<file path="src/hdl/lccd_pkg.sv">
`timescale 1ns / 1ps

package lccd_pkg;

  // default widths of the sample and pixel counter paths
  localparam int SAMPLE_BITS_DEF = 12;
  localparam int COUNT_BITS_DEF  = 12;

  // configuration port
  localparam int CFG_INDEX_BITS = 3;
  localparam int CFG_DATA_BITS  = 24;

  // register field widths
  localparam int SKIP_BITS   = 6;
  localparam int HEADER_BITS = 4;
  localparam int SIG_BITS    = 12;
  localparam int WAIT_BITS   = 24;

  // register reset values
  localparam logic [SKIP_BITS-1:0]   LEAD_RST   = SKIP_BITS'(16);
  localparam logic [SKIP_BITS-1:0]   SHIELD_RST = SKIP_BITS'(13);
  localparam logic [HEADER_BITS-1:0] HEADER_RST = HEADER_BITS'(3);
  localparam logic [SIG_BITS-1:0]    SIG_RST    = SIG_BITS'(3648);
  localparam logic [SKIP_BITS-1:0]   TRAIL_RST  = SKIP_BITS'(14);
  localparam logic [WAIT_BITS-1:0]   INTEG_RST  = WAIT_BITS'(100);

  typedef enum logic [CFG_INDEX_BITS-1:0] {
    REG_LEAD   = 3'd0,
    REG_SHIELD = 3'd1,
    REG_HEADER = 3'd2,
    REG_SIGNAL = 3'd3,
    REG_TRAIL  = 3'd4,
    REG_INTEG  = 3'd5
  } cfg_reg_t;

  typedef struct packed {
    logic [SKIP_BITS-1:0]   lead_count;
    logic [SKIP_BITS-1:0]   shield_count;
    logic [HEADER_BITS-1:0] header_count;
    logic [SIG_BITS-1:0]    sig_count;
    logic [SKIP_BITS-1:0]   trail_count;
    logic [WAIT_BITS-1:0]   integ_ticks;
  } lccd_cfg_t;

endpackage

</file>
<file path="src/hdl/lccd_regs.sv">
`timescale 1ns / 1ps

module lccd_regs (
  input  logic                                clk,
  input  logic                                rst,
  input  logic                                wr_en,
  input  logic [lccd_pkg::CFG_INDEX_BITS-1:0] wr_index,
  input  logic [lccd_pkg::CFG_DATA_BITS-1:0]  wr_data,
  output lccd_pkg::lccd_cfg_t                 cfg
);
  import lccd_pkg::*;

  always_ff @(posedge clk) begin
    if (rst) begin
      cfg.lead_count   <= LEAD_RST;
      cfg.shield_count <= SHIELD_RST;
      cfg.header_count <= HEADER_RST;
      cfg.sig_count    <= SIG_RST;
      cfg.trail_count  <= TRAIL_RST;
      cfg.integ_ticks  <= INTEG_RST;
    end else if (wr_en) begin
      // unknown indexes are dropped, upper data bits ignored
      case (wr_index)
        REG_LEAD:   cfg.lead_count   <= wr_data[SKIP_BITS-1:0];
        REG_SHIELD: cfg.shield_count <= wr_data[SKIP_BITS-1:0];
        REG_HEADER: cfg.header_count <= wr_data[HEADER_BITS-1:0];
        REG_SIGNAL: cfg.sig_count    <= wr_data[SIG_BITS-1:0];
        REG_TRAIL:  cfg.trail_count  <= wr_data[SKIP_BITS-1:0];
        REG_INTEG:  cfg.integ_ticks  <= wr_data[WAIT_BITS-1:0];
        default: ;
      endcase
    end
  end

endmodule

</file>
<file path="src/hdl/linear_ccd_readout_sequencer_unit.sv">
`timescale 1ns / 1ps
// a tick accepted into the input register passes on into the result register
// throughput: one tick per cycle while the result register is not stalled; the sequencer
//   state updates as a tick moves from input to result register: one phase step per tick
// reset: registers back to their defaults, phase idle, gate high, busy and ready low,
//   input and result registers empty

module linear_ccd_readout_sequencer_unit #(
  parameter int SAMPLE_BITS = lccd_pkg::SAMPLE_BITS_DEF,
  parameter int COUNT_BITS  = lccd_pkg::COUNT_BITS_DEF
) (
  input  logic                                clk,
  input  logic                                rst,
  // tick input channel
  input  logic                                in_valid,
  output logic                                in_stall,
  input  logic                                start_pressed,
  input  logic [SAMPLE_BITS-1:0]              sample,
  // result channel
  output logic                                out_valid,
  input  logic                                out_stall,
  output logic                                gate_level,
  output logic                                busy_res,
  output logic                                ready_res,
  output logic                                pixel_valid,
  output logic [COUNT_BITS-1:0]               pixel_index,
  output logic [SAMPLE_BITS-1:0]              pixel_value,
  output logic                                frame_last,
  // configuration write channel
  input  logic                                cfg_valid,
  output logic                                cfg_ready,
  input  logic [lccd_pkg::CFG_INDEX_BITS-1:0] cfg_index,
  input  logic [lccd_pkg::CFG_DATA_BITS-1:0]  cfg_data
);
  import lccd_pkg::*;

  // compare width for segment counter against the skip and signal counts
  localparam int CMP_BITS = (COUNT_BITS > SIG_BITS) ? COUNT_BITS : SIG_BITS;

  // one-hot sequencer phases
  typedef enum logic [9:0] {
    PH_IDLE   = 10'b00_0000_0001,
    PH_BEGIN  = 10'b00_0000_0010,
    PH_ACTIVE = 10'b00_0000_0100,
    PH_LEAD   = 10'b00_0000_1000,
    PH_SHIELD = 10'b00_0001_0000,
    PH_HEADER = 10'b00_0010_0000,
    PH_SIGNAL = 10'b00_0100_0000,
    PH_TRAIL  = 10'b00_1000_0000,
    PH_INTEG  = 10'b01_0000_0000,
    PH_FINISH = 10'b10_0000_0000
  } phase_t;

  // configuration registers; writes are always taken
  lccd_cfg_t cfg;

  assign cfg_ready = 1'b1;

  lccd_regs u_regs (
    .clk      (clk),
    .rst      (rst),
    .wr_en    (cfg_valid & cfg_ready),
    .wr_index (cfg_index),
    .wr_data  (cfg_data),
    .cfg      (cfg)
  );

  // input register: holds one tick while the result register is stalled
  logic                   s1_valid;
  logic                   s1_start;
  logic [SAMPLE_BITS-1:0] s1_sample;
  logic                   advance;

  assign advance  = s1_valid & (~out_valid | ~out_stall);
  assign in_stall = s1_valid & ~advance;

  always_ff @(posedge clk) begin
    if (rst) begin
      s1_valid <= 1'b0;
    end else if (!in_stall) begin
      s1_valid <= in_valid;
    end
  end

  always_ff @(posedge clk) begin
    if (in_valid && !in_stall) begin
      s1_start  <= start_pressed;
      s1_sample <= sample;
    end
  end

  // sequencer state
  phase_t                 phase, phase_next;
  logic [COUNT_BITS-1:0]  segment_counter, segment_counter_next;
  logic [WAIT_BITS-1:0]   wait_counter, wait_counter_next;
  logic                   gate_reg, gate_reg_next;
  logic                   busy_reg, busy_reg_next;
  logic                   ready_reg, ready_reg_next;

  // per-tick result before registering
  logic                   pix_valid_c;
  logic [COUNT_BITS-1:0]  pix_index_c;
  logic [SAMPLE_BITS-1:0] pix_value_c;
  logic                   last_c;

  // segment bookkeeping shared by the four skip segments and the signal run
  logic [COUNT_BITS-1:0]  seg_inc;
  logic [CMP_BITS-1:0]    seg_limit;
  logic                   seg_done;
  logic                   wait_done;

  assign seg_inc = segment_counter + COUNT_BITS'(1);

  always_comb begin
    case (phase)
      PH_LEAD:   seg_limit = CMP_BITS'(cfg.lead_count);
      PH_SHIELD: seg_limit = CMP_BITS'(cfg.shield_count);
      PH_HEADER: seg_limit = CMP_BITS'(cfg.header_count);
      PH_SIGNAL: seg_limit = CMP_BITS'(cfg.sig_count);
      PH_TRAIL:  seg_limit = CMP_BITS'(cfg.trail_count);
      default:   seg_limit = '0;
    endcase
  end

  // a zero count, or a counter wrap, still closes the segment
  assign seg_done  = (CMP_BITS'(seg_inc) >= seg_limit) | (seg_inc == '0);
  // the integration wait counts up to integ_ticks, then the finish phase counts up to it again
  assign wait_done = ~(wait_counter < cfg.integ_ticks);

  always_comb begin
    phase_next           = phase;
    segment_counter_next = segment_counter;
    wait_counter_next    = wait_counter;
    gate_reg_next        = gate_reg;
    busy_reg_next        = busy_reg;
    ready_reg_next       = ready_reg;
    pix_valid_c          = 1'b0;
    pix_index_c          = '0;
    pix_value_c          = '0;
    last_c               = 1'b0;

    case (phase)
      PH_IDLE: begin
        if (s1_start) begin
          gate_reg_next = 1'b0;
          phase_next    = PH_BEGIN;
        end else if (gate_reg) begin
          ready_reg_next = 1'b1;
        end
      end
      PH_BEGIN: begin
        busy_reg_next = 1'b1;
        phase_next    = PH_ACTIVE;
      end
      PH_ACTIVE: begin
        gate_reg_next        = 1'b1;
        segment_counter_next = '0;
        phase_next           = PH_LEAD;
      end
      PH_LEAD, PH_SHIELD, PH_HEADER: begin
        segment_counter_next = seg_done ? '0 : seg_inc;
        if (seg_done) begin
          case (phase)
            PH_LEAD:   phase_next = PH_SHIELD;
            PH_SHIELD: phase_next = PH_HEADER;
            default:   phase_next = PH_SIGNAL;
          endcase
        end
      end
      PH_SIGNAL: begin
        pix_valid_c          = 1'b1;
        pix_index_c          = segment_counter;
        pix_value_c          = s1_sample;
        segment_counter_next = seg_done ? '0 : seg_inc;
        if (seg_done) begin
          last_c     = 1'b1;
          phase_next = PH_TRAIL;
        end
      end
      PH_TRAIL: begin
        segment_counter_next = seg_done ? '0 : seg_inc;
        if (seg_done) begin
          // trailing dummies done: close the gate for integration
          gate_reg_next     = 1'b0;
          wait_counter_next = '0;
          phase_next        = PH_INTEG;
        end
      end
      PH_INTEG: begin
        wait_counter_next = wait_done ? '0 : wait_counter + WAIT_BITS'(1);
        if (wait_done) begin
          phase_next = PH_FINISH;
        end
      end
      PH_FINISH: begin
        wait_counter_next = wait_done ? '0 : wait_counter + WAIT_BITS'(1);
        if (wait_done) begin
          busy_reg_next = 1'b0;
          gate_reg_next = 1'b1;
          phase_next    = PH_IDLE;
        end
      end
      default: begin
        phase_next = PH_IDLE;
      end
    endcase
  end

  // state moves only when a tick passes into the result register
  always_ff @(posedge clk) begin
    if (rst) begin
      phase           <= PH_IDLE;
      segment_counter <= '0;
      wait_counter    <= '0;
      gate_reg        <= 1'b1;
      busy_reg        <= 1'b0;
      ready_reg       <= 1'b0;
    end else if (advance) begin
      phase           <= phase_next;
      segment_counter <= segment_counter_next;
      wait_counter    <= wait_counter_next;
      gate_reg        <= gate_reg_next;
      busy_reg        <= busy_reg_next;
      ready_reg       <= ready_reg_next;
    end
  end

  // result register, levels shown are those after the tick's update
  always_ff @(posedge clk) begin
    if (rst) begin
      out_valid <= 1'b0;
    end else if (advance) begin
      out_valid <= 1'b1;
    end else if (!out_stall) begin
      out_valid <= 1'b0;
    end
  end

  always_ff @(posedge clk) begin
    if (advance) begin
      gate_level  <= gate_reg_next;
      busy_res    <= busy_reg_next;
      ready_res   <= ready_reg_next;
      pixel_valid <= pix_valid_c;
      pixel_index <= pix_index_c;
      pixel_value <= pix_value_c;
      frame_last  <= last_c;
    end
  end

endmodule

</file>
<file path="config.mk">
export PLATFORM = sky130hd
export DESIGN_NAME = linear_ccd_readout_sequencer_unit
export DESIGN_NICKNAME = d
export VERILOG_FILES = /design/src/hdl/lccd_pkg.sv /design/src/hdl/lccd_regs.sv /design/src/hdl/linear_ccd_readout_sequencer_unit.sv
export SDC_FILE = /design/constraint.sdc
export NUM_CORES = 1
export LEC_CHECK = 0
export BUFFER_PORTS_ARGS = -buffer_cell sky130_fd_sc_hd__buf_4
export CAP_MARGIN = 15
export CORE_AREA = 3 3 156 158
export DETAILED_ROUTE_END_ITERATION = 8
export DIE_AREA = 0 0 159 161
export PLACE_DENSITY = 0.6
export SKIP_CTS_REPAIR_TIMING = 1
export SLEW_MARGIN = 15
export SYNTH_ARGS = -nofsm -noshare
export SYNTH_HDL_FRONTEND = slang
export SYNTH_HIERARCHICAL = 1
export SYNTH_SLANG_ARGS = --single-unit
</file>
<file path="constraint.sdc">
create_clock -name clk -period 4.9 [get_ports clk]
set_input_delay 1.225 -clock clk [delete_from_list [all_inputs] [get_ports clk]]
set_output_delay 1.225 -clock clk [all_outputs]
set_load 0.02 [all_outputs]
</file>
==> Word-level counts from Yosys, hierarchy flattened <==
Cells that the tools add are included.
{ "classes": {"order_cmp": 2, "n_div": 0, "add_sub_neg": 2, "eq_ne": 22, "n_mul": 0, "n_shift": 0, "bitwise_logic": 7, "n_reduce_logical": 18, "n_mux": 27} }
{ "op_table": {"columns": ["operator", "n"], "rows": [
  ["$pmux W10 S8", 1],
  ["$mux W10", 6],
  ["$pmux W12 S5", 1],
  ["$mux W24", 2],
  ["$pmux W24 S2", 1],
  ["$add A24 B1 Y24 const B", 1],
  ["$lt A24 B24 Y1", 1],
  ["$pmux W12 S2", 1],
  ["$pmux W7 S2", 1],
  ["$reduce_and A2 Y1", 7],
  ["$add A12 B1 Y12 const B", 1],
  ["$ge A12 B12 Y1", 1],
  ["$logic_not A12 Y1", 1],
  ["$mux W12", 1],
  ["$ne A2 B2 Y1 const B", 6],
  ["$mux W1", 11],
  ["$eq A10 B1 Y1 const B", 1],
  ["$eq A10 B10 Y1 const B", 1],
  ["$eq A10 B2 Y1 const B", 1],
  ["$eq A10 B3 Y1 const B", 1],
  ["$eq A10 B4 Y1 const B", 1],
  ["$eq A10 B5 Y1 const B", 1],
  ["$eq A10 B6 Y1 const B", 1],
  ["$eq A10 B7 Y1 const B", 1],
  ["other kinds (20)", 27]
]} }
{ "word_totals": {"elab_cells": 101, "n_memories": 0, "mem_bits_ro": 0, "inputBits": 45, "ram_bits": 0, "latchBits": 0, "register_bits": 151} }

==> Depth between registers and ports, before layout <==
{ "logic_depth": {"ltp_word": 7, "mapped_depth": 16} }

==> Modules after synthesis <==
Netlist, hierarchy kept.
{ "modules_own_cells": {"columns": ["mod", "instances", "seq_area_each_um2", "area_each_um2", "cells_per_inst"], "rows": [
  ["linear_ccd_readout_sequencer_unit", 1, 2282.2, 5634.2, 610],
  ["lccd_regs", 1, 1161.1, 2426.1, 233]
]} }

==> Least setup slack after synthesis <==
No wires, ideal clock.
{ "synth_timing": {"kind": "reg-to-reg", "from": "reg phase[5]", "to": "reg wait_counter[1]", "setup_time_ns": 0.091, "path_stages_with_launch": 15, "path_slack_ns": 1.207, "synth_period_minus_slack_ns": 3.693, "arrival_ns": 3.602, "path_cell_list": "dfxtp_1 > nor4_4 > and4b_1 > clkbuf_1 > clkbuf_1 > a22o_1 > nor2_1 > ha_1 > nand2_1 > or3_1 > o221ai_1 > a21oi_1 > a21oi_1 > o211ai_1 > a311oi_1"} }
{ "synth_between": {"elab_chain_cells": 6, "elab_cells_between_ends": 15, "classes_between": "order compare: 1; eq/ne: 8; mux: 2; bitwise: 1; reduce/logical: 3"} }
{ "synth_rtl": {"columns": ["item", "line_no", "source"], "rows": [
  ["from (decl)", "linear_ccd_readout_sequencer_unit.sv:93", "phase_t phase, phase_next;"],
  ["from (signal assigned)", "linear_ccd_readout_sequencer_unit.sv:219", "phase <= phase_next;"],
  ["$eq A10 B8 Y1, or another cell as far along", "linear_ccd_readout_sequencer_unit.sv:115, linear_ccd_readout_sequencer_unit.sv:142", null],
  ["$pmux W12 S5", "linear_ccd_readout_sequencer_unit.sv:115", "case (phase)"],
  ["$ge A12 B12 Y1", "linear_ccd_readout_sequencer_unit.sv:126", "assign seg_done = (CMP_BITS'(seg_inc) >= seg_limit) | (seg_inc == '0);"],
  ["$or A1 B1 Y1", "linear_ccd_readout_sequencer_unit.sv:126", null],
  ["$ne A2 B2 Y1 (no source line)", null, null],
  ["$reduce_and A3 Y1 (no source line)", null, null],
  ["to (signal assigned)", "linear_ccd_readout_sequencer_unit.sv:221", "wait_counter <= wait_counter_next;"],
  ["to (decl)", "linear_ccd_readout_sequencer_unit.sv:95", "logic [WAIT_BITS-1:0] wait_counter, wait_counter_next;"]
]} }
Parallel ways exist; a longest one is shown, timed or not.
A chain may end at the register's enable or synchronous reset.

==> Final worst setup path <==
{ "layout_timing": {"from": "reg phase[3]", "to": "reg wait_counter[1]"} }
Same word-level chain as after synthesis.

==> impl_metrics.py <==
metrics = {
    "status": {
        "status": "complete, no violations",
    },
    "critical_path": {
        "critPathRequiredTime_ns": 5.23,
        "crit_fanout": 23,
        "worst-setup-path-type": "reg -> reg",
        "start_kind": "register",
        "crit_path_end_kind": "register",
        "crit_arrival_ns": 4.59,
        "r2r_cells": 15,
    },
    "finish": {
        "area_growth_pct": 17.3,
        "fin_area_um2": 9450,
        "finalNonFillerCells": 1221,
        "layout_commonest_cell": "dfxtp_1",
        "layout.nets": 971,
        "largest_register": "u_regs/cfg",
        "largest_reg_flops": 58,
        "drive_gt1_share_pct": 15.3,
        "mostFrequentLayoutCells": "dfxtp_1 (109), buf_4 (82), nand2b_1 (69)",
        "n_antenna_cell": 0,
        "top_regs": "u_regs/cfg: 58 flops, wait_counter: 24 flops",
    },
    "placed_design": {
        "hpwl_um": 13500,
        "pre_cts_slack_ns": 0.670,
        "gp_congestion": 0.828,
        "dp_cells": 1189,
        "io_buffer_count": 75,
        "place_area_um2": 8830,
    },
    "detailed_routing": {
        "drc": 0,
        "routed_via_density": 5.10,
        "vias": 6229,
        "wl_um": 19200,
        "dr.pass1.iters": 6,
        "postRouteAntennaNets": 0,
        "wl_per_cell_um": 15.7,
        "drt_iter0_drc": 515,
    },
    "timing": {
        "rsz0062_at_grt": "false",
        "finClkSkew_ns": 0.00813,
        "worst_slew_pin_slew_ns": 0.983,
        "period_share_pct": 86.9,
        "setup_ws_ns": 0.643,
        "setup_viol": 0,
        "fin_tns_setup_ns": 0,
        "fmax_ghz": 0.235,
        "min_period_ns": 4.26,
        "slew_headroom_pct": 34.3,
        "finalHoldViolCount": 0,
        "final_max_slew_viol_count": 0,
    },
    "clock_network": {
        "cts_tree": "done",
        "clk_latency_ns": 0.42,
        "cts_sinks": 151,
        "cts.htree.levels": 4,
        "cts-root-buf": "clkbuf_16",
        "cts.clk_slew.worst_paths_ns": 0.07,
        "cts_inserted_buffers": 17,
        "cts_buffer_depth": 2,
    },
    "grt": {
        "grt_pass1_vias": 5932,
        "grt_usage_pct": 15.1,
        "grt_overflow": 0,
        "grt_max_degree": 86,
        "antenna_found_initial": 0,
        "grt_pass1_wl_um": 31600,
    },
    "min_path": {
        "min_path_type": "reg -> reg",
        "min_path_cells": 2,
    },
    "die": {
        "initial_core_util_pct": 34.6,
        "coreArea_um2": 23300,
        "pin_count": 77,
        "die_area_um2": 25600,
        "die_w_um": 159,
        "fp.dieH_um": 161,
        "row_count": 56,
    },
    "yosys": {
        "syn_nets": 925,
        "ys_ff_latch": 151,
        "ys_warn_count": 6,
        "synth_simple_gate_area_share_pct": 22.8,
        "synth_xor_area_share_pct": 1.41,
        "synth_mux_area_share_pct": 7.73,
        "synth_seq_area_share_pct": 42.7,
        "synthAdderAreaFrac_pct": 5.74,
        "syn-instance-count": 843,
        "synth_edf_count": 42,
        "ys.flop_type": "dfxtp_1",
        "syn_avg_cell_area_um2": 9.56,
        "synth_cell_types": 73,
        "synth_top_family_by_area": "simple AND/OR/NAND/NOR gates",
        "synth_area_um2": 8060,
        "ys_async_sr_fraction_pct": 0,
        "synth-compound-area-share_pct": 14.9,
    },
    "power": {
        "peakVddDrop_mv": 0.202,
        "power.density_nw_per_um2": 309,
        "p_total_w": 0.00292,
        "p_leak_nw": 3.63,
    },
    "run": {
        "maxCapViolations": 0,
    },
}
-- final cells by class --
type | instances | area (um2)
Tap cell | 319 | 399
Sequential cell | 151 | 3440
Inverter | 35 | 131
Clock buffer | 18 | 439
Clock inverter | 14 | 188
Timing Repair Buffer | 82 | 616
Multi-Input combinational cell | 602 | 4240
Fill cell | 2332 | 13800
-- power by group --
group          switching (W)  total [W]  leakage (nW)  internal [W]
Clock               0.000561    0.00139         0.298      0.000830
Combinational       0.000111   0.000195          2.05     0.0000836
Sequential         0.0000188    0.00133          1.28       0.00131
-- layer usage --
layer,GRT usage [%],routed length [um],share of wire (%),vias up
li1,-,-,-,3163
met1,22.1,9990,52,2909
met2,22.7,8180,43,145
met3,3.49,850,4.4,12
met4,3.34,142,0.74,0
met5,0,0,0,-
-- worst max-delay path, stage by stage (launching register included) --
cell,delay (ns)
dfxtp_1,0.37
nor4_4,0.45
nand4_1,0.25
inv_1,0.36
a222oi_1,0.18
inv_1,0.08
a221oi_1,0.05
ha_1,0.31
a211o_1,0.29
a31oi_1,0.15
o221ai_1,0.20
a21o_1,0.34
o21ai_0,0.49
a21oi_1,0.13
buf_4,0.26
a311oi_1,0.27
-- cell usage after synthesis (4+ instances only) --
master | count | area, um2
nor2_1 | 63 | 236
o211ai_1 | 7 | 52.6
o21ai_0 | 33 | 165
nor2b_1 | 10 | 62.6
inv_1 | 35 | 131
a211oi_1 | 22 | 165
and4_1 | 6 | 52.6
or4_1 | 7 | 52.6
a21oi_1 | 29 | 145
clkbuf_1 | 30 | 113
buf_2 | 15 | 75.1
nand2_1 | 43 | 161
a31o_2 | 5 | 43.8
nand4_1 | 13 | 81.3
o2111ai_1 | 5 | 43.8
edfxtp_1 | 42 | 1260
a22o_1 | 10 | 87.6
nand3_1 | 35 | 175
or3_1 | 9 | 56.3
a31oi_1 | 8 | 50.1
buf_1 | 5 | 18.8
nor3_1 | 10 | 50.1
and2_1 | 25 | 156
xor2_1 | 7 | 61.3
a21o_1 | 10 | 75.1
nand2b_1 | 69 | 432
and3_1 | 7 | 43.8
mux2i_1 | 60 | 601
dfxtp_1 | 109 | 2180
o31ai_1 | 5 | 37.5
xnor2_1 | 6 | 52.6
nor4_1 | 6 | 37.5
a222oi_1 | 4 | 40.0
ha_1 | 37 | 463
-- cells by family (layout without fill, tap and decap cells) --
kind of cell               Yosys count  after routing
xor gates and xnor gates            13             13
muxes                               62             62
adders and majority gates           37             37
and+or+nand+nor                    323            323
other                                1              1
AOI/OAI and AO/OA                  166            166
DFF                                151            151
buffers and inverters               90            149
-- per-stage QoR --
step / util (%) / hold slack [ns]
2_1_floorplan: - / 0.439
3_3_place_gp: 37.9 / 0.450
3_5_place_dp: 37.9 / 0.461
4_1_cts: 40.6 / 0.476
5_1_grt: 40.6 / 0.488
6_report: 40.6 / 0.475
-- path summary, 6_finish.rpt --
check | end | start | slack (ns)
hold reg to reg | u_regs/cfg[34]$_SDFFE_PP0P_ | u_regs/cfg[34]$_SDFFE_PP0P_ | 0.48
setup reg to reg | wait_counter[1]$_SDFFE_PP0P_ | phase[3]$_SDFFE_PP0P_ | 0.64
hold / removal | u_regs/cfg[34]$_SDFFE_PP0P_ | u_regs/cfg[34]$_SDFFE_PP0P_ | 0.48
setup / recovery | wait_counter[1]$_SDFFE_PP0P_ | phase[3]$_SDFFE_PP0P_ | 0.64
No activity file was read; power rests on OpenSTA's default activity.
